`config.mk`:
```
export PLATFORM = sky130hd
export DESIGN_NAME = nsl_divpipe
export DESIGN_NICKNAME = d
export VERILOG_FILES = /design/src/hw/rtl/nsl_pkg.sv /design/src/hw/rtl/nsl_divpipe.sv
export SDC_FILE = /design/constraint.sdc
export NUM_CORES = 1
export LEC_CHECK = 0
export BUFFER_PORTS_ARGS = -buffer_cell sky130_fd_sc_hd__buf_2
export CORE_UTILIZATION = 45
export CTS_CLUSTER_SIZE = 20
export DETAILED_ROUTE_END_ITERATION = 8
export SKIP_CTS_REPAIR_TIMING = 1
export SYNTH_ARGS = -nofsm -noshare
export SYNTH_HDL_FRONTEND = slang
export SYNTH_SLANG_ARGS = --single-unit
```
`constraint.sdc`:
```
create_clock -name i_clk -period 5.4 [get_ports i_clk]
set_clock_uncertainty 0.1 [all_clocks]
set_input_delay 1.08 -clock i_clk [delete_from_list [all_inputs] [get_ports i_clk]]
set_output_delay 1.08 -clock i_clk [all_outputs]
set_load 0.01 [all_outputs]
```
`src/hw/rtl/nsl_pkg.sv`:
```
package nsl_pkg;

    localparam int SPAN_W  = 8;   // source span register width
    localparam int DIM_W   = 11;  // destination span register width
    localparam int POS_W   = 10;  // coordinate field width
    localparam int PIX_W   = 32;  // rgba word
    localparam int IDX_W   = 3;   // config register index width
    localparam int PROD_W  = DIM_W + SPAN_W;  // span times span
    localparam int QUOT_W  = SPAN_W;          // source index never exceeds the source span

    localparam int DEF_MAX_SRC_WIDTH  = 128;
    localparam int DEF_MAX_SRC_HEIGHT = 128;
    localparam int DEF_MAX_DST_DIM    = 1024;

    localparam logic [IDX_W-1:0] CFG_SRC_WIDTH  = 3'd0;
    localparam logic [IDX_W-1:0] CFG_SRC_HEIGHT = 3'd1;
    localparam logic [IDX_W-1:0] CFG_DST_WIDTH  = 3'd2;
    localparam logic [IDX_W-1:0] CFG_DST_HEIGHT = 3'd3;
    localparam logic [IDX_W-1:0] CFG_BG_RGBA    = 3'd4;
    localparam logic [IDX_W-1:0] CFG_KEEP_ASPECT = 3'd5;

    localparam logic CMD_LOAD  = 1'b0;
    localparam logic CMD_FETCH = 1'b1;

    typedef struct packed {
        logic [SPAN_W-1:0] sw;
        logic [SPAN_W-1:0] sh;
        logic [DIM_W-1:0]  dw;
        logic [DIM_W-1:0]  dh;
        logic [DIM_W-1:0]  inner_w;
        logic [DIM_W-1:0]  inner_h;
        logic [DIM_W-1:0]  left;
        logic [DIM_W-1:0]  top;
        logic [PIX_W-1:0]  bg;
    } t_geom;

endpackage

```
`src/hw/rtl/nsl_divpipe.sv`:
```
module nsl_divpipe (
    input  logic                        i_clk,
    input  logic [nsl_pkg::PROD_W-1:0]  i_dividend,
    input  logic [nsl_pkg::DIM_W-1:0]   i_divisor,
    output logic [nsl_pkg::QUOT_W-1:0]  o_quot
);
    import nsl_pkg::*;

    logic [PROD_W-1:0] r_rem [QUOT_W];
    logic [DIM_W-1:0]  r_dvs [QUOT_W];
    logic [QUOT_W-1:0] r_q   [QUOT_W];

    // one quotient bit per stage, msb first
    for (genvar k = 0; k < QUOT_W; k++) begin : g_stage
        localparam int B = QUOT_W - 1 - k;
        logic [PROD_W-1:0] rem_in, sub;
        logic [DIM_W-1:0]  dvs_in;
        logic [QUOT_W-1:0] q_in;
        logic              ge;
        if (k == 0) begin : g_first
            assign rem_in = i_dividend;
            assign dvs_in = i_divisor;
            assign q_in   = '0;
        end else begin : g_next
            assign rem_in = r_rem[k-1];
            assign dvs_in = r_dvs[k-1];
            assign q_in   = r_q[k-1];
        end
        assign sub = PROD_W'(dvs_in) << B;
        assign ge  = (rem_in >= sub);
        always_ff @(posedge i_clk) begin
            r_rem[k] <= ge ? (rem_in - sub) : rem_in;
            r_dvs[k] <= dvs_in;
            r_q[k]   <= q_in | (QUOT_W'(ge) << B);
        end
    end

    assign o_quot = r_q[QUOT_W-1];

endmodule

```
Word level (Yosys, flattened, before mapping). Memories as Yosys holds them, arrays and structs flattened. Cells that the tools add are included.

Bits of input ports: 31. Memories: 3. Output and inout port bits: 8. Memory bits (writable): 304. Register bits after elaboration: 0. Logic and storage cells: 34.

Memories: r_rem (depth 8, width 19, read ports 7, clocked after memory_dff 0, wr ports 8, RTL line nsl_divpipe.sv:9) `logic [PROD_W-1:0] r_rem [QUOT_W];`; r_dvs (depth 8, width 11, read ports 7, clocked after memory_dff 0, wr ports 8, RTL line nsl_divpipe.sv:10) `logic [DIM_W-1:0] r_dvs [QUOT_W];`; r_q (depth 8, width 8, read ports 8, clocked after memory_dff 0, wr ports 8, RTL line nsl_divpipe.sv:11) `logic [QUOT_W-1:0] r_q [QUOT_W];`.

Magnitude comparators: 8. Bitwise operators: 7. Add/subtract/negate cells: 8. Muxes and demuxes: 8.

Operator list (number): two-way mux 19 bit (8); >= comparator 19 x 11 -> 1 bit (1); >= comparator 19 x 12 -> 1 bit (1); >= comparator 19 x 13 -> 1 bit (1); >= comparator 19 x 14 -> 1 bit (1); >= comparator 19 x 15 -> 1 bit (1); >= comparator 19 x 16 -> 1 bit (1); >= comparator 19 x 17 -> 1 bit (1); >= comparator 19 x 18 -> 1 bit (1); subtractor 19 x 11 -> 19 bit (1); subtractor 19 x 12 -> 19 bit (1); subtractor 19 x 13 -> 19 bit (1); subtractor 19 x 14 -> 19 bit (1); subtractor 19 x 15 -> 19 bit (1); subtractor 19 x 16 -> 19 bit (1); subtractor 19 x 17 -> 19 bit (1); subtractor 19 x 18 -> 19 bit (1); bitwise OR 8 x 1 -> 8 bit (1); bitwise OR 8 x 2 -> 8 bit (1); bitwise OR 8 x 3 -> 8 bit (1); bitwise OR 8 x 4 -> 8 bit (1); bitwise OR 8 x 5 -> 8 bit (1); bitwise OR 8 x 6 -> 8 bit (1); bitwise OR 8 x 7 -> 8 bit (1).

Depth between registers and ports, before layout. Gate-level depths: netlist (run 1). An unclocked memory read counts as a cell.

Depth in word-level cells: 3. Mapped depth: 11. Mapped depth without buffers: 10.

Least setup slack after synthesis (run 1). No wires, ideal clock.

Path type: input port to flip-flop. Start: input i_dividend[7] in the netlist's numbering. End: memory r_rem[0][12] in the netlist's numbering. Data required time: 5.179 ns. Buffers on the path: 1. Data arrival time: 3.138 ns. Setup slack: 2.041 ns. Setup time: 0.121 ns. Stages on the path: 10. Path through: inv_1 ha_1 fa_1 nor2b_1 o21ai_0 a21boi_1 o32ai_1 o31ai_2 buf_4 mux2_2.

RTL lines: start, declared (RTL line nsl_divpipe.sv:3) `input logic [nsl_pkg::PROD_W-1:0] i_dividend,`; end, declared (RTL line nsl_divpipe.sv:9).

==> results of run 1 <==
layer usage:
metal  vias to the layer above  GRT usage, %  wire [µm]  share of wire (%)
li1                       3970             -          -                  -
met1                      3582         19.90       9110                 41
met2                       118         36.55      11480                 52
met3                        66         2.919        625                2.8
met4                         0         9.015       1055                4.7
met5                         -             0          0                  0
stage by stage:
step | worst slack (ps) | total power (µW) | cell area, µm² | utilization, %
floorplan | 2041 | 4656 | 10830 | -
CTS | 2041 | 7094 | 12240 | 51.99
global route | 1727 | 7554 | 12240 | 51.99
global placement | 1842 | 5208 | 11340 | 48.19
detailed placement | 1839 | 5233 | 11340 | 48.19
finish | 1997 | 7038 | 12240 | 51.99
power by group through the flow:
stage | clock network [µW] | logic [µW] | registers [µW]
finish | 1830 | 2580 | 2630
CTS | 1880 | 2590 | 2630
floorplan | 0 | 2100 | 2550
detailed placement | 0 | 2570 | 2670
global placement | 0 | 2540 | 2670
global route | 1950 | 2910 | 2690
layout by cell type (no fill, tap or decap), drive strengths merged, types with 21 or more instances in the layout:
| master | netlist | layout |
|---|---|---|
| mux2 | 40 | 40 |
| o21a | 23 | 23 |
| o21ai | 59 | 59 |
| a21o | 21 | 21 |
| xor2 | 33 | 33 |
| dfxtp | 246 | 246 |
| buf | 9 | 40 |
| nor2 | 66 | 66 |
| inv | 117 | 117 |
| nor3 | 21 | 21 |
| ha | 88 | 88 |
| a21oi | 69 | 69 |
| nand2 | 47 | 47 |
| xnor2 | 31 | 31 |
| clkbuf | 7 | 33 |
flip-flops by register name (all words and copies together) (netlist names):
register and count:
r_rem 133, r_dvs 77, r_q 36
final cells by class:
cell class	count	area (µm²)	share of cell area, %
tap	319	399.1	3.261
multi-input combinational	715	5376	43.92
sequential	246	4925	40.23
inverter	117	439.2	3.588
clock inverter	13	178.9	1.462
clock buffer	33	716.9	5.857
timing repair buffer	40	205.2	1.676
kinds of logic (layout without fill, tap and decap cells):
group | count (synthesis) | in the layout
buf+inv | 133 | 203
mux | 48 | 48
fa+ha+maj | 95 | 95
simple gates | 243 | 243
xor+xnor | 64 | 64
flops | 246 | 246
compound gates | 265 | 265
critical path, stage by stage (launching register included):
cell and delay [ps]:
dfxtp_1 310, inv_1 50, ha_1 150, inv_1 50, fa_1 420, a211oi_1 400, o211ai_1 220, a311oi_1 450
nand2b_1 560, nor2b_1 320, mux2_2 250
final timing paths:
kind / slack (ps) / cells after the start / end / startpoint
min reg2reg: 220 / 0 / r_q[0][29] / r_q[0][21]
max: 2000 / 10 / r_rem[4][17] / r_rem[3][3]
max reg2reg: 2000 / 10 / r_rem[4][17] / r_rem[3][3]
min: 220 / 0 / r_q[0][29] / r_q[0][21]
==> results.py, run 1 <==
metrics = {
    "finish": {
        "fillers": 2217,
        "areaGrowthSynthToFinish_pct": 13.03,
        "drive_gt1_share_pct": 12.20,
        "final_cells": 1483,
        "final_nets": 1272,
        "antennaDiodeCount": 0,
    },
    "pwr": {
        "p_leak_uw": 0.005418,
        "p_comb_share_pct": 36.7,
        "p_int_uw": 4654,
        "irDropWorstVdd_uv": 233.9,
        "powerDensity_nw_per_um2": 575.0,
        "power_frac_clock_pct": 26.0,
        "p_seq_share_pct": 37.3,
        "swShare_pct": 33.88,
        "p_sw_uw": 2385,
    },
    "logic_synthesis": {
        "synth.area.mux_share_pct": 4.899,
        "synthArstFlopShare_pct": 0,
        "synth-simple-area-share_pct": 11.79,
        "synth_edf_count": 0,
        "syn_avg_cell_area_um2": 9.899,
        "ys_top_cells_by_area": "dfxtp_1 (45%), ha_1 (10%), inv_1 (4.1%), mux2_2 (3.5%), a21oi_1 (3.2%)",
        "synth_top_area_share_pct": 45.48,
        "synth_fa_ha_area_share_pct": 11.46,
        "syn_inst": 1094,
        "synthXorXnorAreaFrac_pct": 5.176,
        "synth_top_family_by_area": "compound AO/OA/AOI/OAI gates",
        "synth-seq-cells": 246,
        "yosysMostFrequentCell": "dfxtp_1",
        "syn-num-nets": 1220,
        "synth-compound-area-share_pct": 16.33,
        "ys_warn_count": 0,
        "synth_top_area_cell": "dfxtp_1",
        "synth-main-ff-cell": "dfxtp_1",
        "synth_common_cells": "dfxtp_1 (246), inv_1 (117), ha_1 (88)",
        "yosysUniqueCellTypes": 80,
        "seq_area_frac_synth_pct": 45.48,
        "netlist_area_um2": 10830,
    },
    "route": {
        "postRouteAntennaNets": 0,
        "wl_per_cell_um": 15.02,
        "drt-total-wl_um": 22280,
        "drcViolationCount": 0,
        "viasPerCell": 5.216,
        "num_vias": 7736,
        "drtPass1Iterations": 4,
        "drtIter0Drc": 435,
    },
    "placed_design": {
        "post-place-cells": 1437,
        "numPortBuffers": 38,
        "dp_hpwl_um": 17360,
        "gp_congestion": 0.8601,
    },
    "floorplanning": {
        "io_pins": 39,
        "die_h_um": 157.1,
        "initial_core_util_pct": 46.00,
        "die_x_um": 157.1,
        "dieArea_um2": 24690,
        "floorplan.core_area_um2": 23540,
        "row_count": 56,
    },
    "sta": {
        "fin_crit_sh_pct": 63.01,
        "tightest_slew_ps": 1042,
        "finalCriticalPeriod_ps": 3403,
        "setup_viol": 0,
        "hold_viol": 0,
        "fin_tns_setup_ps": 0,
        "grt_setup_unrepaired": "no",
        "slew_headroom_pct": 30.26,
        "max_freq_ghz": 0.2939,
        "maxSlewViolCount": 0,
        "whs_ps": 219.1,
    },
    "global_routing": {
        "grt_pass1_wl_um": 37180,
        "antenna_found_initial": 0,
        "overflow": 0,
        "first_global_vias": 7835,
        "grt_max_degree": 25,
        "grt_util_all_layers_pct": 18.94,
    },
    "clock_network": {
        "clock_path_buffers": 3,
        "cts_tree": "done",
        "insertion_delay_ps": 530,
        "clock_sinks": 246,
        "root_buffer": "clkbuf_16",
        "cts_max_level": 1,
        "clkTransAtPathRegs_ps": 60,
        "cts_buffers": 26,
    },
    "setup_path": {
        "critPathLaunchType": "flop",
        "cp.arrival_ps": 3730,
        "worstPathRequired_ps": 5720,
        "cp-end-kind": "flop",
        "path_max_fanout": 24,
        "critPathKind": "flop to flop",
    },
    "run": {
        "cap_violations": 0,
    },
    "status": {
        "status": "complete, no violations",
    },
    "hold_path": {
        "hold_class": "flop to flop",
    },
}
No activity file was read; power rests on OpenSTA's default activity.
==> run 2, diff against run 1 <==
clock period = 3.14 ns   (was 5.4 ns; I/O delays follow)
==> results.py, run 2 (synthesis results as in run 1) <==
metrics = {
    "floorplanning": {
        "io_pins": 39,
        "row_count": 56,
        "initial_core_util_pct": 46.00,
        "dieArea_um2": 24690,
        "die_x_um": 157.1,
        "floorplan.core_area_um2": 23540,
        "die_h_um": 157.1,
    },
    "finish": {
        "final_nets": 1293,
        "largest_reg_flops": 133,
        "drive_gt1_share_pct": 13.98,
        "fillers": 2105,
        "largestRegisters": "r_rem x133, r_dvs x77, r_q x36",
        "antennaDiodeCount": 0,
        "layout.cells.most_common": "dfxtp_1",
        "layout_common_cells": "dfxtp_1 (246), inv_1 (117), ha_1 (88), a21oi_1 (69), nor2_1 (65)",
        "largest_register": "r_rem",
        "areaGrowthSynthToFinish_pct": 14.72,
    },
    "setup_path": {
        "worst_path_most_repeated_cell": "inv_1",
        "path_max_fanout": 15,
        "critPathLaunchType": "flop",
        "path_cells": "inv_1 -> ha_1 -> inv_1 -> fa_1 -> a211oi_1 -> o211ai_1 -> a311oi_2 -> nand2b_1 -> buf_4 -> mux2_2",
        "worstPathRequired_ps": 3450,
        "reg2reg_depth": 10,
        "slowest_delay_ps": 430,
        "slowest_stage": "fa_1",
        "cp.arrival_ps": 3210,
        "cp-end-kind": "flop",
        "critPathKind": "flop to flop",
    },
    "route": {
        "wl_per_cell_um": 14.74,
        "drtPass1Iterations": 5,
        "postRouteAntennaNets": 0,
        "drcViolationCount": 0,
        "viasPerCell": 5.163,
        "num_vias": 7775,
        "drtIter0Drc": 303,
        "drt-total-wl_um": 22190,
    },
    "sta": {
        "max_freq_ghz": 0.3454,
        "tightest_slew_ps": 896.0,
        "fin_tns_setup_ps": 0,
        "hold_viol": 0,
        "slew_headroom_pct": 39.91,
        "maxSlewViolCount": 0,
        "finalCriticalPeriod_ps": 2895,
        "fin_crit_sh_pct": 92.20,
        "setup_viol": 0,
        "setup_ws_ps": 245.0,
        "grt_setup_unrepaired": "no",
    },
    "global_routing": {
        "antenna_found_initial": 0,
        "grt_pass1_wl_um": 36340,
        "grt_max_degree": 20,
        "overflow": 0,
        "grt_util_all_layers_pct": 18.41,
        "first_global_vias": 7706,
    },
    "hold_path": {
        "hold_class": "primary input to flop",
        "hold_depth": 1,
    },
    "placed_design": {
        "gp_congestion": 0.8686,
        "numPortBuffers": 38,
        "dp_hpwl_um": 17450,
        "dp_slack_ps": -222.6,
    },
    "clock_network": {
        "clock_sinks": 246,
        "root_buffer": "clkbuf_16",
        "cts_tree": "done",
        "insertion_delay_ps": 520,
        "cts_buffers": 26,
        "clkTransAtPathRegs_ps": 60,
        "cts_max_level": 1,
        "clock_path_buffers": 3,
    },
    "pwr": {
        "power_frac_clock_pct": 25.9,
        "p_int_uw": 8066,
        "power_uw": 12220,
        "p_seq_share_pct": 36.9,
        "powerDensity_nw_per_um2": 983.4,
        "p_comb_share_pct": 37.2,
        "irDropWorstVdd_uv": 464.2,
        "p_leak_uw": 0.005525,
        "swShare_pct": 33.98,
        "p_sw_uw": 4151,
    },
    "status": {
        "status": "complete, no violations",
    },
    "run": {
        "cap_violations": 0,
    },
}
-- run 2: cell count changes in the layout (fill, tap and decap cells not counted) --
cell,delta
a311oi_2,+1
buf_4,+21
inv_6,+1
clkinvlp_4,+1
clkinv_4,+3
clkinv_2,-2
a311oi_1,-1
clkbuf_8,-1
-- run 2: critical path: cells and delay by family, from the launching register on --
| family | cells | cell delay, ps |
|---|---|---|
| AOI/OAI and AO/OA | 3 | 990 |
| adders and majority gates | 2 | 590 |
| buffers and inverters | 3 | 330 |
| DFF | 1 | 310 |
| muxes | 1 | 280 |
| and+or+nand+nor | 1 | 170 |
-- run 2: path summary, 6_finish.rpt --
path            startpoint           to  slack, ps
max            r_rem[3][3]  r_rem[4][4]        240
min reg2reg     r_q[0][23]   r_q[0][31]        220
min          i_dividend[3]  r_rem[0][3]        130
max reg2reg    r_rem[3][3]  r_rem[4][4]        240
-- run 2: final cells by class --
class                   instances  area (µm²)  area share (%)
multi-input cells             715        5383           43.33
inverters                     117       439.2           3.535
clock buffers                  32       703.2           5.660
well taps                     319       399.1           3.213
repair buffers                 61       362.8           2.921
clock inverters                16       211.5           1.702
flip-flops and latches        246        4925           39.64
-- run 2: power by group through the flow --
stage / Clock, µW / Combinational, µW / Sequential [µW]
finish: 3170 / 4540 / 4500
CTS: 3250 / 4540 / 4510
detailed placement: 0 / 4500 / 4580
global route: 3410 / 5100 / 4600
floorplan: 0 / 3620 / 4390
global placement: 0 / 4460 / 4580
-- run 2: per-layer routing --
metal  vias up  GRT usage [%]  share of wire, %
li1       4012              -                 -
met1      3581          19.86                41
met2       125          35.09                52
met3        57          2.753               2.7
met4         0          8.507               4.5
met5         -              0                 0
-- run 2: metrics by stage --
stage	cells	instance area [µm²]	hold slack (ps)	util [%]
detailed placement	1458	11500	212.1	48.86
floorplan	1094	10830	209.6	-
finish	1506	12420	128.9	52.77
global placement	1458	11500	209.8	48.86
CTS	1506	12420	111.7	52.74
global route	1506	12420	108.2	52.77
