$ cat src/hw/rtl/nsl_pkg.sv
package nsl_pkg;

    localparam int SPAN_W  = 8;   // source span register width
    localparam int DIM_W   = 11;  // destination span register width
    localparam int POS_W   = 10;  // coordinate field width
    localparam int PIX_W   = 32;  // rgba word
    localparam int IDX_W   = 3;   // config register index width
    localparam int PROD_W  = DIM_W + SPAN_W;  // span times span
    localparam int QUOT_W  = SPAN_W;          // source index never exceeds the source span

    localparam int DEF_MAX_SRC_WIDTH  = 128;
    localparam int DEF_MAX_SRC_HEIGHT = 128;
    localparam int DEF_MAX_DST_DIM    = 1024;

    localparam logic [IDX_W-1:0] CFG_SRC_WIDTH  = 3'd0;
    localparam logic [IDX_W-1:0] CFG_SRC_HEIGHT = 3'd1;
    localparam logic [IDX_W-1:0] CFG_DST_WIDTH  = 3'd2;
    localparam logic [IDX_W-1:0] CFG_DST_HEIGHT = 3'd3;
    localparam logic [IDX_W-1:0] CFG_BG_RGBA    = 3'd4;
    localparam logic [IDX_W-1:0] CFG_KEEP_ASPECT = 3'd5;

    localparam logic CMD_LOAD  = 1'b0;
    localparam logic CMD_FETCH = 1'b1;

    typedef struct packed {
        logic [SPAN_W-1:0] sw;
        logic [SPAN_W-1:0] sh;
        logic [DIM_W-1:0]  dw;
        logic [DIM_W-1:0]  dh;
        logic [DIM_W-1:0]  inner_w;
        logic [DIM_W-1:0]  inner_h;
        logic [DIM_W-1:0]  left;
        logic [DIM_W-1:0]  top;
        logic [PIX_W-1:0]  bg;
    } t_geom;

endpackage

$ cat src/hw/rtl/nsl_geom.sv
module nsl_geom #(
    parameter int MAX_SRC_WIDTH  = nsl_pkg::DEF_MAX_SRC_WIDTH,
    parameter int MAX_SRC_HEIGHT = nsl_pkg::DEF_MAX_SRC_HEIGHT,
    parameter int MAX_DST_DIM    = nsl_pkg::DEF_MAX_DST_DIM
) (
    input  logic                       i_clk,
    input  logic                       i_rst_n,
    input  logic                       i_cfg_valid,
    input  logic [nsl_pkg::IDX_W-1:0]  i_cfg_index,
    input  logic [nsl_pkg::PIX_W-1:0]  i_cfg_data,
    output nsl_pkg::t_geom             o_geom,
    output logic                       o_busy
);
    import nsl_pkg::*;

    localparam logic [2:0] G_IDLE = 3'd0;
    localparam logic [2:0] G_MUL  = 3'd1;
    localparam logic [2:0] G_SEL  = 3'd2;
    localparam logic [2:0] G_DIV  = 3'd3;
    localparam logic [2:0] G_FIN  = 3'd4;

    logic [2:0]        r_state;
    logic [SPAN_W-1:0] r_src_w, r_src_h;
    logic [DIM_W-1:0]  r_dst_w, r_dst_h;
    logic [PIX_W-1:0]  r_bg;
    logic              r_keep;
    logic [PROD_W-1:0] r_ph, r_pw, r_rem;
    logic [SPAN_W-1:0] r_dsr;
    logic              r_tall;
    logic [3:0]        r_cnt;
    logic [DIM_W-1:0]  r_q;
    t_geom             r_geom;

    logic [SPAN_W-1:0] sw, sh;
    logic [DIM_W-1:0]  dw, dh;
    logic [PROD_W-1:0] shifted;
    logic [DIM_W:0]    pad_sum;

    // clamp spans to 1..max
    always_comb begin
        if (r_src_w == '0) sw = SPAN_W'(1);
        else if (32'(r_src_w) > 32'(MAX_SRC_WIDTH)) sw = SPAN_W'(MAX_SRC_WIDTH);
        else sw = r_src_w;
        if (r_src_h == '0) sh = SPAN_W'(1);
        else if (32'(r_src_h) > 32'(MAX_SRC_HEIGHT)) sh = SPAN_W'(MAX_SRC_HEIGHT);
        else sh = r_src_h;
        if (r_dst_w == '0) dw = DIM_W'(1);
        else if (32'(r_dst_w) > 32'(MAX_DST_DIM)) dw = DIM_W'(MAX_DST_DIM);
        else dw = r_dst_w;
        if (r_dst_h == '0) dh = DIM_W'(1);
        else if (32'(r_dst_h) > 32'(MAX_DST_DIM)) dh = DIM_W'(MAX_DST_DIM);
        else dh = r_dst_h;
    end

    assign shifted = PROD_W'(r_dsr) << r_cnt;
    assign pad_sum = r_tall ? ({1'b0, dh} - {1'b0, r_q} + (DIM_W+1)'(1))
                            : ({1'b0, dw} - {1'b0, r_q} + (DIM_W+1)'(1));

    always_ff @(posedge i_clk) begin
        if (!i_rst_n) begin
            r_state <= G_MUL;
            r_src_w <= SPAN_W'(128);
            r_src_h <= SPAN_W'(128);
            r_dst_w <= DIM_W'(128);
            r_dst_h <= DIM_W'(128);
            r_bg    <= '0;
            r_keep  <= 1'b1;
        end else if (i_cfg_valid) begin
            case (i_cfg_index)
                CFG_SRC_WIDTH:   r_src_w <= i_cfg_data[SPAN_W-1:0];
                CFG_SRC_HEIGHT:  r_src_h <= i_cfg_data[SPAN_W-1:0];
                CFG_DST_WIDTH:   r_dst_w <= i_cfg_data[DIM_W-1:0];
                CFG_DST_HEIGHT:  r_dst_h <= i_cfg_data[DIM_W-1:0];
                CFG_BG_RGBA:     r_bg    <= i_cfg_data;
                CFG_KEEP_ASPECT: r_keep  <= i_cfg_data[0];
                default: ;
            endcase
            r_state <= G_MUL;
        end else begin
            case (r_state)
                G_MUL: begin
                    r_ph    <= PROD_W'(dw) * PROD_W'(sh);
                    r_pw    <= PROD_W'(dh) * PROD_W'(sw);
                    r_state <= G_SEL;
                end
                G_SEL: begin
                    r_tall  <= (r_ph <= r_pw);
                    r_rem   <= (r_ph <= r_pw) ? r_ph : r_pw;
                    r_dsr   <= (r_ph <= r_pw) ? sw : sh;
                    r_cnt   <= 4'(DIM_W - 1);
                    r_q     <= '0;
                    r_state <= G_DIV;
                end
                G_DIV: begin
                    if (r_rem >= shifted) begin
                        r_rem        <= r_rem - shifted;
                        r_q[r_cnt]   <= 1'b1;
                    end
                    if (r_cnt == 4'd0) r_state <= G_FIN;
                    else r_cnt <= r_cnt - 4'd1;
                end
                G_FIN: begin
                    r_state <= G_IDLE;
                end
                default: r_state <= G_IDLE;
            endcase
        end
    end

    // geometry latched once the quotient is complete
    always_ff @(posedge i_clk) begin
        if (r_state == G_FIN && !i_cfg_valid) begin
            r_geom.sw <= sw;
            r_geom.sh <= sh;
            r_geom.dw <= dw;
            r_geom.dh <= dh;
            r_geom.bg <= r_bg;
            r_geom.inner_w <= dw;
            r_geom.inner_h <= dh;
            r_geom.left    <= '0;
            r_geom.top     <= '0;
            if (r_keep) begin
                if (r_tall) begin
                    r_geom.inner_h <= r_q;
                    r_geom.top     <= pad_sum[DIM_W:1];
                end else begin
                    r_geom.inner_w <= r_q;
                    r_geom.left    <= pad_sum[DIM_W:1];
                end
            end
        end else if (i_cfg_valid && i_cfg_index == CFG_BG_RGBA) begin
            r_geom.bg <= i_cfg_data;
        end
    end

    assign o_geom = r_geom;
    assign o_busy = (r_state != G_IDLE);

endmodule

$ cat config.mk
export PLATFORM = sky130hd
export DESIGN_NAME = nsl_geom
export DESIGN_NICKNAME = d
export VERILOG_FILES = /design/src/hw/rtl/nsl_pkg.sv /design/src/hw/rtl/nsl_geom.sv
export SDC_FILE = /design/constraint.sdc
export NUM_CORES = 1
export LEC_CHECK = 0
export BUFFER_PORTS_ARGS = -buffer_cell sky130_fd_sc_hd__buf_2
export CORE_MARGIN = 1
export CORE_UTILIZATION = 50
export DETAILED_ROUTE_END_ITERATION = 8
export GPL_ROUTABILITY_DRIVEN = 0
export PLACE_DENSITY = 0.81
export SKIP_CTS_REPAIR_TIMING = 1
export SYNTH_ARGS = -nofsm -noshare
export SYNTH_HDL_FRONTEND = slang
export SYNTH_SLANG_ARGS = --single-unit
$ cat constraint.sdc
create_clock -name i_clk -period 5.4 [get_ports i_clk]
set_clock_uncertainty 0.05 [all_clocks]
set_input_delay 0.54 -clock i_clk [delete_from_list [all_inputs] [get_ports i_clk]]
set_output_delay 0.54 -clock i_clk [all_outputs]
set_load 0.03 [all_outputs]
Word-level counts from Yosys, hierarchy flattened --
Cells that the tools add are included.
Operators by class: order comparisons 8, equal/unequal tests 12, reduce and logical (&&, ||, !) cells 26, multiplexer cells 28, $mul 2, bitwise logic cells 4, shift-type cells 1, $add $sub $neg 6
Operators with widths (number):
- 11-bit two-way mux | 9
- 32-bit two-way mux | 2
- 44-bit two-way mux | 1
- 8-bit two-way mux | 5
- 11-bit by 8-bit multiplier with 19-bit output | 2
- 19-bit two-way mux | 2
- 19-bit case mux with 2 select lines | 1
- 12-bit by 1-bit adder with 12-bit output (second input constant) | 2
- 11-bit by 11-bit subtractor with 12-bit output | 2
- 11-bit greater-than comparator (second input constant) | 2
- 11-bit zero test | 2
- 11-bit case mux with 2 select lines | 1
- 19-bit greater-or-equal comparator | 1
- 19-bit <= comparator | 1
- 8-bit by 4-bit << shifter with 19-bit output | 1
- 19-bit subtractor | 1
- 8-bit greater-than comparator (second input constant) | 2
- 8-bit zero test | 2
- 2-bit AND reduction | 7
- 3-bit by 2-bit equality test with 1-bit output (second input constant) | 4
- 12-bit two-way mux | 1
- 11-bit bitwise OR | 1
- 3-bit equality test (second input constant) | 3
- 3-bit case mux with 3 select lines | 1
- other kinds (20) | 31
Word-level totals: output and inout bits 115, logic and storage cells 110, input port bits 38, register bits after elaboration 269

Logic depth before layout (Yosys ltp) --
Gate-level depths: netlist (run 1).
word-level depth 8, mapped depth 21

Worst setup path before layout (run 1) --
OpenSTA, ideal clock, no wires.
path type input to register, start point input port i_rst_n, end point register r_ph[0] (enable), arrival 4.878 ns, path slack -0.070 ns, setup time 0.542 ns, buffers on the path 1, data required time 4.808 ns, cell stages on the path 3, cell sequence clkbuf_1 -> nand2b_1 -> nor4b_1
Between the ends: word-level cells in the longest chain between the ends 1
RTL lines:
- from (decl) | RTL line nsl_geom.sv:7 | input logic i_rst_n,
- 3-bit AND reduction (no line)
- to (signal assigned) | RTL line nsl_geom.sv:82 | r_ph <= PROD_W'(dw) * PROD_W'(sh);
- to (decl) | RTL line nsl_geom.sv:27 | logic [PROD_W-1:0] r_ph, r_pw, r_rem;
Every way passes these cells. A chain may end at the register's enable or synchronous reset.

Worst setup path after layout (run 1) --
start point register r_dst_w[6], end point register r_ph[18], data pin
Between the ends: word-level cells in the longest chain between the ends 4, elaborated cells on any way between the ends 5, classes of those cells mul: 1; order compare: 1; mux: 2; reduce/logical: 1
RTL lines:
- from (decl) | RTL line nsl_geom.sv:24 | logic [DIM_W-1:0] r_dst_w, r_dst_h;
- from (signal assigned) | RTL line nsl_geom.sv:72 | CFG_DST_WIDTH: r_dst_w <= i_cfg_data[DIM_W-1:0];
- 11-bit greater-than comparator | RTL line nsl_geom.sv:48 | else if (32'(r_dst_w) > 32'(MAX_DST_DIM)) dw = DIM_W'(MAX_DST_DIM);
- 11-bit two-way mux | RTL line nsl_geom.sv:48
- 11-bit two-way mux * | RTL line nsl_geom.sv:47 | if (r_dst_w == '0) dw = DIM_W'(1);
- 11-bit by 8-bit multiplier with 19-bit output * | RTL line nsl_geom.sv:82
Mark *: on every way between the ends. The rest lies on a longest branch, timed or not.

==> flow_results.xml, run 1 <==
<?xml version="1.0" encoding="UTF-8"?>
<metrics>
  <group name="sta">
    <metric name="worst_slew_pin_slew" unit="ns">1.26</metric>
    <metric name="crit_share_post_route" unit="">0.990</metric>
    <metric name="setup-violations-final" unit="">0</metric>
    <metric name="drv_slew" unit="">0</metric>
    <metric name="max_freq" unit="MHz">187</metric>
    <metric name="fin_setup_tns" unit="ns">0</metric>
    <metric name="final-hold-violation-count" unit="">0</metric>
    <metric name="max_slew_margin" unit="">0.158</metric>
    <metric name="post-route-min-period" unit="ns">5.35</metric>
  </group>
  <group name="die">
    <metric name="die_y" unit="microns">195</metric>
    <metric name="chipWidth" unit="microns">195</metric>
    <metric name="floorplan.initialDensity" unit="">0.509</metric>
    <metric name="placementRows" unit="">70</metric>
    <metric name="boundaryPins" unit="">153</metric>
    <metric name="dieArea" unit="sq mm">0.0381</metric>
    <metric name="core_area" unit="sq mm">0.0367</metric>
  </group>
  <group name="detailed_routing">
    <metric name="average_detailed_routed_wire_length_per_instance" unit="microns">19.1</metric>
    <metric name="remaining_drc_errors" unit="">0</metric>
    <metric name="totalWireLength" unit="mm">49.1</metric>
    <metric name="num_vias" unit="">14706</metric>
    <metric name="drt-initial-drc-count" unit="">1228</metric>
    <metric name="final_antenna_net_count" unit="">0</metric>
    <metric name="dr.pass1.iters" unit="">6</metric>
    <metric name="routed_via_density" unit="">5.71</metric>
  </group>
  <group name="critical_path">
    <metric name="critical-path-top-delay-family" unit="">adder cells</metric>
    <metric name="arrival" unit="ns">5.63</metric>
    <metric name="worst-path-max-fanout" unit="">6</metric>
    <metric name="type_of_element_capturing_the_critical_path" unit="">flip-flop</metric>
    <metric name="worst_path_largest_cell_delay" unit="ns">0.51</metric>
    <metric name="critical_path.most_common_cell" unit="">fa_1</metric>
    <metric name="worst_path_max_delay_cell" unit="">fa_1</metric>
    <metric name="worst-endpoint-required" unit="ns">5.68</metric>
    <metric name="timing.critical_path.cells" unit="">nor4_4 -&gt; nand3_2 -&gt; o21ai_4 -&gt; buf_12 -&gt; nand2_4 -&gt; nor2_4 -&gt; fa_1 -&gt; fa_1 -&gt; fa_1 -&gt; inv_1 -&gt; fa_1 -&gt; inv_1 -&gt; ha_2 -&gt; or3_4 -&gt; o2111ai_2 -&gt; o211ai_1 -&gt; a311o_1 -&gt; a21oi_2 -&gt; xnor2_1</metric>
    <metric name="critical_path.n_buffers_inverters" unit="">3</metric>
    <metric name="reg2reg_setup_slack" unit="ns">0.05</metric>
    <metric name="regToRegStartpoint" unit="">r_dst_w[6]$_SDFFE_PN0P_</metric>
    <metric name="rr_endpoint" unit="">r_ph[18]$_DFFE_PP_</metric>
    <metric name="worst_setup_path_start_kind" unit="">flip-flop</metric>
    <metric name="worst_r2r_path_depth" unit="">19</metric>
    <metric name="kind_of_critical_path" unit="">reg2reg</metric>
    <metric name="number_of_gates_on_the_worst_path_with_buffers_counted" unit="">19</metric>
  </group>
  <group name="clock_tree">
    <metric name="cts-htree-levels" unit="">1</metric>
    <metric name="cts-buffers-inserted" unit="">28</metric>
    <metric name="cts-root-buf" unit="">clkbuf_16</metric>
    <metric name="clk-insertion-delay-late" unit="ns">0.58</metric>
    <metric name="cts_tree" unit="">yes</metric>
    <metric name="max-clock-path-buffers" unit="">3</metric>
    <metric name="clock_sinks" unit="">269</metric>
    <metric name="cts.reportedPaths.clkPinSlew" unit="ns">0.08</metric>
  </group>
  <group name="cells_and_area">
    <metric name="mostFrequentLayoutCell" unit="">nand2_1</metric>
    <metric name="final.fill_count" unit="">2918</metric>
    <metric name="flow.area_growth_from_synthesis" unit="%">14.3</metric>
    <metric name="post_route_cells_drive_above_1_share" unit="">0.151</metric>
    <metric name="post_layout_nets" unit="">2390</metric>
    <metric name="leading_cell_types_in_the_layout_fill_and_taps_excluded" unit="">nand2_1, inv_1, nor2_1</metric>
  </group>
  <group name="logic_synthesis">
    <metric name="synth-edff-count" unit="">195</metric>
    <metric name="synth_area_per_cell" unit="sq um">9.72</metric>
    <metric name="yosys.area.top_type" unit="">edfxtp_1</metric>
    <metric name="seq_area_frac_synth" unit="">0.393</metric>
    <metric name="synthesis.yosys.warnings" unit="">0</metric>
    <metric name="synth_area_leaders" unit="">edfxtp_1, fa_1, ha_1</metric>
    <metric name="postSynthRegisterBits" unit="">269</metric>
    <metric name="synth_cell_types" unit="">72</metric>
    <metric name="top_reg_cell_synth" unit="">edfxtp_1</metric>
    <metric name="syn_inst" unit="">1922</metric>
    <metric name="postSynth.asyncResetShare" unit="">0</metric>
    <metric name="synth.cell_area" unit="sq mm">0.0187</metric>
    <metric name="fraction_of_synthesized_cell_area_taken_by_the_top_area_cell_type" unit="">0.314</metric>
    <metric name="postSynthNetCount" unit="">2229</metric>
  </group>
  <group name="place">
    <metric name="port_buffers" unit="">152</metric>
    <metric name="hpwl_reported_at_the_end_of_detailed_placement" unit="mm">36.5</metric>
  </group>
  <group name="power">
    <metric name="logic_gate_share_of_total_power" unit="">0.079</metric>
    <metric name="total_leakage_power" unit="nW">9.41</metric>
    <metric name="p_switching" unit="W">0.00112</metric>
    <metric name="max-vdd-ir-drop" unit="mV">0.236</metric>
    <metric name="share_of_power_burned_in_registers" unit="">0.481</metric>
    <metric name="totalPowerFinal" unit="W">0.00473</metric>
    <metric name="power_switching_share" unit="">0.236</metric>
    <metric name="p_int" unit="W">0.00361</metric>
    <metric name="clockPowerShare" unit="">0.440</metric>
    <metric name="power-per-cell-area" unit="mW/mm^2">221</metric>
  </group>
  <group name="min_path">
    <metric name="worst_hold_depth" unit="">3</metric>
    <metric name="hold_path.class" unit="">in2reg</metric>
    <metric name="min_from" unit="">i_cfg_data[19]</metric>
    <metric name="whs_endpoint" unit="">r_bg[19]$_SDFFE_PN0P_</metric>
  </group>
  <group name="flow_run">
    <metric name="cap_viol_max_count" unit="">0</metric>
  </group>
  <group name="outcome">
    <metric name="result_of_the_run" unit="">finished, final reports clean</metric>
  </group>
  <group name="grt">
    <metric name="grt_start_max_net_pins" unit="">73</metric>
    <metric name="antenna_violations_before_repair" unit="">2</metric>
    <metric name="vias_in_the_first_global_route" unit="">14747</metric>
    <metric name="grt-ovfl-total" unit="">0</metric>
    <metric name="grtUsageTotal" unit="">0.256</metric>
    <metric name="grt_pass1_wl" unit="mm">77.1</metric>
  </group>
</metrics>
-- stage by stage --
step | instances | instance area (sq um) | hold WS (ns) | setup WS, ns | utilization
3_5_place_dp | 2512 | 20100 | 0.395 | 0.0815 | 0.547
6_report | 2574 | 21300 | 0.158 | 0.0513 | 0.582
5_1_grt | 2573 | 21300 | 0.147 | -0.0921 | 0.582
4_1_cts | 2564 | 21100 | 0.137 | 0.0541 | 0.574
3_3_place_gp | 2512 | 20100 | 0.388 | 0.282 | 0.547
2_1_floorplan | 1922 | 18700 | 0.382 | 0.302 | -
-- area by class of cell --
type                    count  area (sq um)  share of cell area
flip-flops and latches    269          7340               0.344
well taps                 468           586              0.0274
repair buffers            201          1150              0.0540
clock inverters            15           188             0.00879
diodes                      1          2.50            0.000117
inverters                 239           897              0.0420
multi-input cells        1344         10400               0.485
clock buffers              37           821              0.0385
-- cells by family (layout without fill, tap and decap cells) --
family | Yosys count | count (layout) | share of synthesized area
compound gates | 307 | 307 | 0.106
xor+xnor | 57 | 57 | 0.0267
fa+ha+maj | 269 | 269 | 0.225
buf+inv | 310 | 492 | 0.0637
flops | 269 | 269 | 0.393
mux | 68 | 68 | 0.0388
other cells | 0 | 1 | 0
simple gates | 642 | 643 | 0.147
-- power by group through the flow --
| stage | clock, W | sequential, W | combinational, W |
|---|---|---|---|
| floorplan | 0 | 0.00231 | 0.000241 |
| global placement | 0 | 0.00231 | 0.000343 |
| detailed placement | 0 | 0.00231 | 0.000357 |
| CTS | 0.00210 | 0.00227 | 0.000361 |
| global route | 0.00218 | 0.00227 | 0.000411 |
| finish | 0.00208 | 0.00227 | 0.000373 |
-- Yosys cell counts, drive strengths merged, types with 4 or more instances --
cell type	number
xor2	16
o211ai	7
o31a	5
nor2b	24
a21o	14
o21bai	5
a21oi	68
a2111oi	4
and3	9
or2	9
a211oi	8
nor4	6
fa	111
nand2	283
nand4	6
nand3	18
dfxtp	74
o21ai	87
xnor2	41
and2	13
clkbuf	63
o21a	14
buf	8
ha	158
edfxtp	195
nor3	18
nor2	226
or3	5
inv	236
mux2	35
mux2i	33
a21boi	66
nand2b	17
-- worst max path at each step --
stage | from | to | slack [ns]
after detailed placement | r_dst_w[4]$_SDFFE_PN0P_ | r_ph[18]$_DFFE_PP_ | 0.08
after global placement | r_dst_w[4]$_SDFFE_PN0P_ | r_ph[18]$_DFFE_PP_ | 0.28
after CTS | r_dst_w[4]$_SDFFE_PN0P_ | r_ph[18]$_DFFE_PP_ | 0.05
final | r_dst_w[6]$_SDFFE_PN0P_ | r_ph[18]$_DFFE_PP_ | 0.05
after floorplan | r_src_w[7]$_SDFFE_PN1P_ | r_pw[17]$_DFFE_PP_ | 0.30
after global routing | r_dst_w[6]$_SDFFE_PN0P_ | r_ph[18]$_DFFE_PP_ | -0.09
-- flip-flops by register name, indices dropped and copies added, names as in the netlist, 3 cells and up --
name     flops
o_geom     114
r_pw        19
r_q         11
r_dst_w     11
r_ph        19
r_bg        32
r_dst_h     11
r_src_h      8
r_state      3
r_src_w      8
r_rem       19
r_cnt        4
r_dsr        8
-- per-layer routing --
layer  routed length (microns)  global-route usage
met3                      4530              0.0454
met4                      2570               0.115
met2                     23000               0.416
met5                         0                   0
met1                     19000               0.335
-- worst reg2reg max path, stage by stage, from the launching register on --
cell,delay (ns)
dfxtp_1,0.40
nor4_4,0.28
nand3_2,0.15
o21ai_4,0.30
buf_12,0.15
nand2_4,0.09
nor2_4,0.17
fa_1,0.47
fa_1,0.51
fa_1,0.50
inv_1,0.05
fa_1,0.47
inv_1,0.04
ha_2,0.21
or3_4,0.40
o2111ai_2,0.09
o211ai_1,0.19
a311o_1,0.37
a21oi_2,0.15
xnor2_1,0.07
Note: power is estimated with default switching activity, not from simulation.
==> inputs of run 2 (changes only) <==
Settings changed: CORE_MARGIN 1 to 2.
==> run 2 against run 1 <==
Register-to-register slack improved by 0.07 ns. Utilization fell by 0.16 points. Global-route usage fell by 0.67 points. Routed wire length fell by 1.4%. Non-clock buffer count fell by 8. Critical path type unchanged. Critical endpoint unchanged.
==> flow_results.xml, run 2 (synthesis gave the netlist of run 1 again) <==
<?xml version="1.0" encoding="UTF-8"?>
<metrics>
  <group name="outcome">
    <metric name="result_of_the_run" unit="">finished, final reports clean</metric>
  </group>
  <group name="critical_path">
    <metric name="worst_setup_path_start_kind" unit="">flip-flop</metric>
    <metric name="reg2reg_setup_slack" unit="ns">0.12</metric>
    <metric name="worst_path_largest_cell_delay" unit="ns">0.50</metric>
    <metric name="timing.critical_path.cells" unit="">nor4_2 -&gt; nand3_1 -&gt; o21ai_4 -&gt; nand2_4 -&gt; nor2_2 -&gt; fa_1 -&gt; fa_1 -&gt; fa_1 -&gt; inv_1 -&gt; fa_1 -&gt; inv_1 -&gt; ha_2 -&gt; or3_1 -&gt; o2111ai_1 -&gt; o211ai_1 -&gt; a311o_1 -&gt; a21oi_2 -&gt; xnor2_1</metric>
    <metric name="worst_path_max_delay_cell" unit="">fa_1</metric>
    <metric name="kind_of_critical_path" unit="">reg2reg</metric>
    <metric name="worst_r2r_path_depth" unit="">18</metric>
    <metric name="type_of_element_capturing_the_critical_path" unit="">flip-flop</metric>
    <metric name="critical_path.most_common_cell" unit="">fa_1</metric>
    <metric name="arrival" unit="ns">5.53</metric>
    <metric name="worst-path-max-fanout" unit="">8</metric>
    <metric name="worst-endpoint-required" unit="ns">5.65</metric>
  </group>
  <group name="sta">
    <metric name="max_slew_margin" unit="">0.158</metric>
    <metric name="max_freq" unit="MHz">189</metric>
    <metric name="fin_setup_tns" unit="ns">0</metric>
    <metric name="post-route-min-period" unit="ns">5.28</metric>
    <metric name="hold_ws" unit="ns">0.174</metric>
    <metric name="drv_slew" unit="">0</metric>
    <metric name="setup-violations-final" unit="">0</metric>
    <metric name="grt_setup_unrepaired" unit="">yes</metric>
    <metric name="post-route-worst-setup-slack" unit="ns">0.118</metric>
    <metric name="final-hold-violation-count" unit="">0</metric>
    <metric name="crit_share_post_route" unit="">0.978</metric>
    <metric name="worst_slew_pin_slew" unit="ns">1.26</metric>
  </group>
  <group name="clock_tree">
    <metric name="clock_sinks" unit="">269</metric>
    <metric name="cts.reportedPaths.clkPinSlew" unit="ns">0.06</metric>
    <metric name="max-clock-path-buffers" unit="">3</metric>
    <metric name="cts_tree" unit="">yes</metric>
    <metric name="cts-htree-levels" unit="">1</metric>
    <metric name="cts-buffers-inserted" unit="">29</metric>
    <metric name="cts-root-buf" unit="">clkbuf_16</metric>
    <metric name="clk-insertion-delay-late" unit="ns">0.56</metric>
  </group>
  <group name="cells_and_area">
    <metric name="diodes" unit="">0</metric>
    <metric name="stdcell_count" unit="">2566</metric>
    <metric name="largest_register_ffs" unit="">114</metric>
    <metric name="mostFrequentLayoutCell" unit="">nand2_1</metric>
    <metric name="post_route_cells_drive_above_1_share" unit="">0.143</metric>
    <metric name="flow.area_growth_from_synthesis" unit="%">14.0</metric>
    <metric name="seqCellArea" unit="sq mm">0.00734</metric>
    <metric name="final.fill_count" unit="">2964</metric>
    <metric name="multiInputGateArea" unit="sq mm">0.0103</metric>
    <metric name="final_core_utilization" unit="">0.580</metric>
    <metric name="post_layout_nets" unit="">2382</metric>
    <metric name="leading_cell_types_in_the_layout_fill_and_taps_excluded" unit="">nand2_1, inv_1, nor2_1</metric>
  </group>
  <group name="min_path">
    <metric name="hold_path.class" unit="">in2reg</metric>
    <metric name="worst_hold_depth" unit="">3</metric>
  </group>
  <group name="place">
    <metric name="numPlacedInstances" unit="">2508</metric>
    <metric name="preCtsSetupSlack" unit="ns">0.145</metric>
    <metric name="port_buffers" unit="">152</metric>
    <metric name="hpwl_reported_at_the_end_of_detailed_placement" unit="mm">36.2</metric>
  </group>
  <group name="die">
    <metric name="chipWidth" unit="microns">197</metric>
    <metric name="floorplan.initialDensity" unit="">0.509</metric>
    <metric name="boundaryPins" unit="">153</metric>
    <metric name="placementRows" unit="">70</metric>
    <metric name="die_y" unit="microns">197</metric>
    <metric name="dieArea" unit="sq mm">0.0389</metric>
    <metric name="core_area" unit="sq mm">0.0367</metric>
  </group>
  <group name="grt">
    <metric name="grt_start_max_net_pins" unit="">115</metric>
    <metric name="most_crowded_layer_after_global_routing" unit="">met2</metric>
    <metric name="grt-ovfl-total" unit="">0</metric>
    <metric name="vias_in_the_first_global_route" unit="">14703</metric>
    <metric name="grt_use_met3" unit="">0.0507</metric>
    <metric name="grt_pass1_wl" unit="mm">76.3</metric>
    <metric name="grtUsageTotal" unit="">0.249</metric>
    <metric name="grtUsageMet1" unit="">0.320</metric>
    <metric name="antenna_violations_before_repair" unit="">2</metric>
    <metric name="gr-usage-met2" unit="">0.409</metric>
  </group>
  <group name="detailed_routing">
    <metric name="final_antenna_net_count" unit="">0</metric>
    <metric name="average_detailed_routed_wire_length_per_instance" unit="microns">18.9</metric>
    <metric name="dr.pass1.iters" unit="">5</metric>
    <metric name="remaining_drc_errors" unit="">0</metric>
    <metric name="routed_via_density" unit="">5.67</metric>
    <metric name="drt-initial-drc-count" unit="">1251</metric>
    <metric name="num_vias" unit="">14555</metric>
    <metric name="totalWireLength" unit="mm">48.4</metric>
  </group>
  <group name="power">
    <metric name="power-per-cell-area" unit="mW/mm^2">226</metric>
    <metric name="total_leakage_power" unit="nW">9.39</metric>
    <metric name="max-vdd-ir-drop" unit="mV">0.256</metric>
  </group>
  <group name="flow_run">
    <metric name="cap_viol_max_count" unit="">0</metric>
  </group>
</metrics>
## run 2: changes by cell type in the layout (fill, tap and decap cells not counted), moves of 3 or more
cell | previous run | this run
inv_6 | 1 | 4
buf_4 | 47 | 39
nor2_2 | 14 | 9
nand2_1 | 275 | 272
nor2_1 | 210 | 214
nand2_2 | 2 | 5
## run 2: power breakdown
part | switching (W) | total, W | internal [W]
Sequential | 0.0000263 | 0.00227 | 0.00224
Combinational | 0.000231 | 0.000369 | 0.000138
Clock | 0.000847 | 0.00217 | 0.00132
Total | 0.00110 | 0.00481 | 0.00371
## run 2: stage by stage
stage | instance area, sq um | power, W
floorplan | 18700 | 0.00255
global placement | 20100 | 0.00265
detailed placement | 20100 | 0.00267
CTS | 21100 | 0.00482
global route | 21300 | 0.00495
finish | 21300 | 0.00481
## run 2: critical path, delay by kind of cell, from the launching register on
| family | cells | cell delay (ns) |
|---|---|---|
| flip-flops | 1 | 0.38 |
| adder cells (fa/ha/maj) | 5 | 2.13 |
| XOR/XNOR | 1 | 0.07 |
| buffers and inverters | 2 | 0.09 |
| AND/OR/NAND/NOR | 5 | 1.15 |
| AO/OA/AOI/OAI | 5 | 1.15 |
## run 2: cell type report
| type | count | share of cell area |
|---|---|---|
| clock buffers | 38 | 0.0390 |
| clock inverters | 16 | 0.0104 |
| inverters | 239 | 0.0421 |
| multi-input cells | 1343 | 0.485 |
| flip-flops and latches | 269 | 0.345 |
| well taps | 468 | 0.0275 |
| repair buffers | 193 | 0.0514 |
## run 2: metal layers
metal,routed length [microns],up-vias
li1,-,6729
met1,19500,6967
met2,22300,697
met3,4090,162
met4,2490,0
met5,0,-
## run 2: path summary, 6_finish.rpt
path	startpoint	endpoint
max reg2reg	r_dst_w[4]$_SDFFE_PN0P_	r_ph[18]$_DFFE_PP_
min reg2reg	r_bg[21]$_SDFFE_PN0P_	r_bg[21]$_SDFFE_PN0P_
max	r_dst_w[4]$_SDFFE_PN0P_	r_ph[18]$_DFFE_PP_
min	i_cfg_data[18]	r_bg[18]$_SDFFE_PN0P_
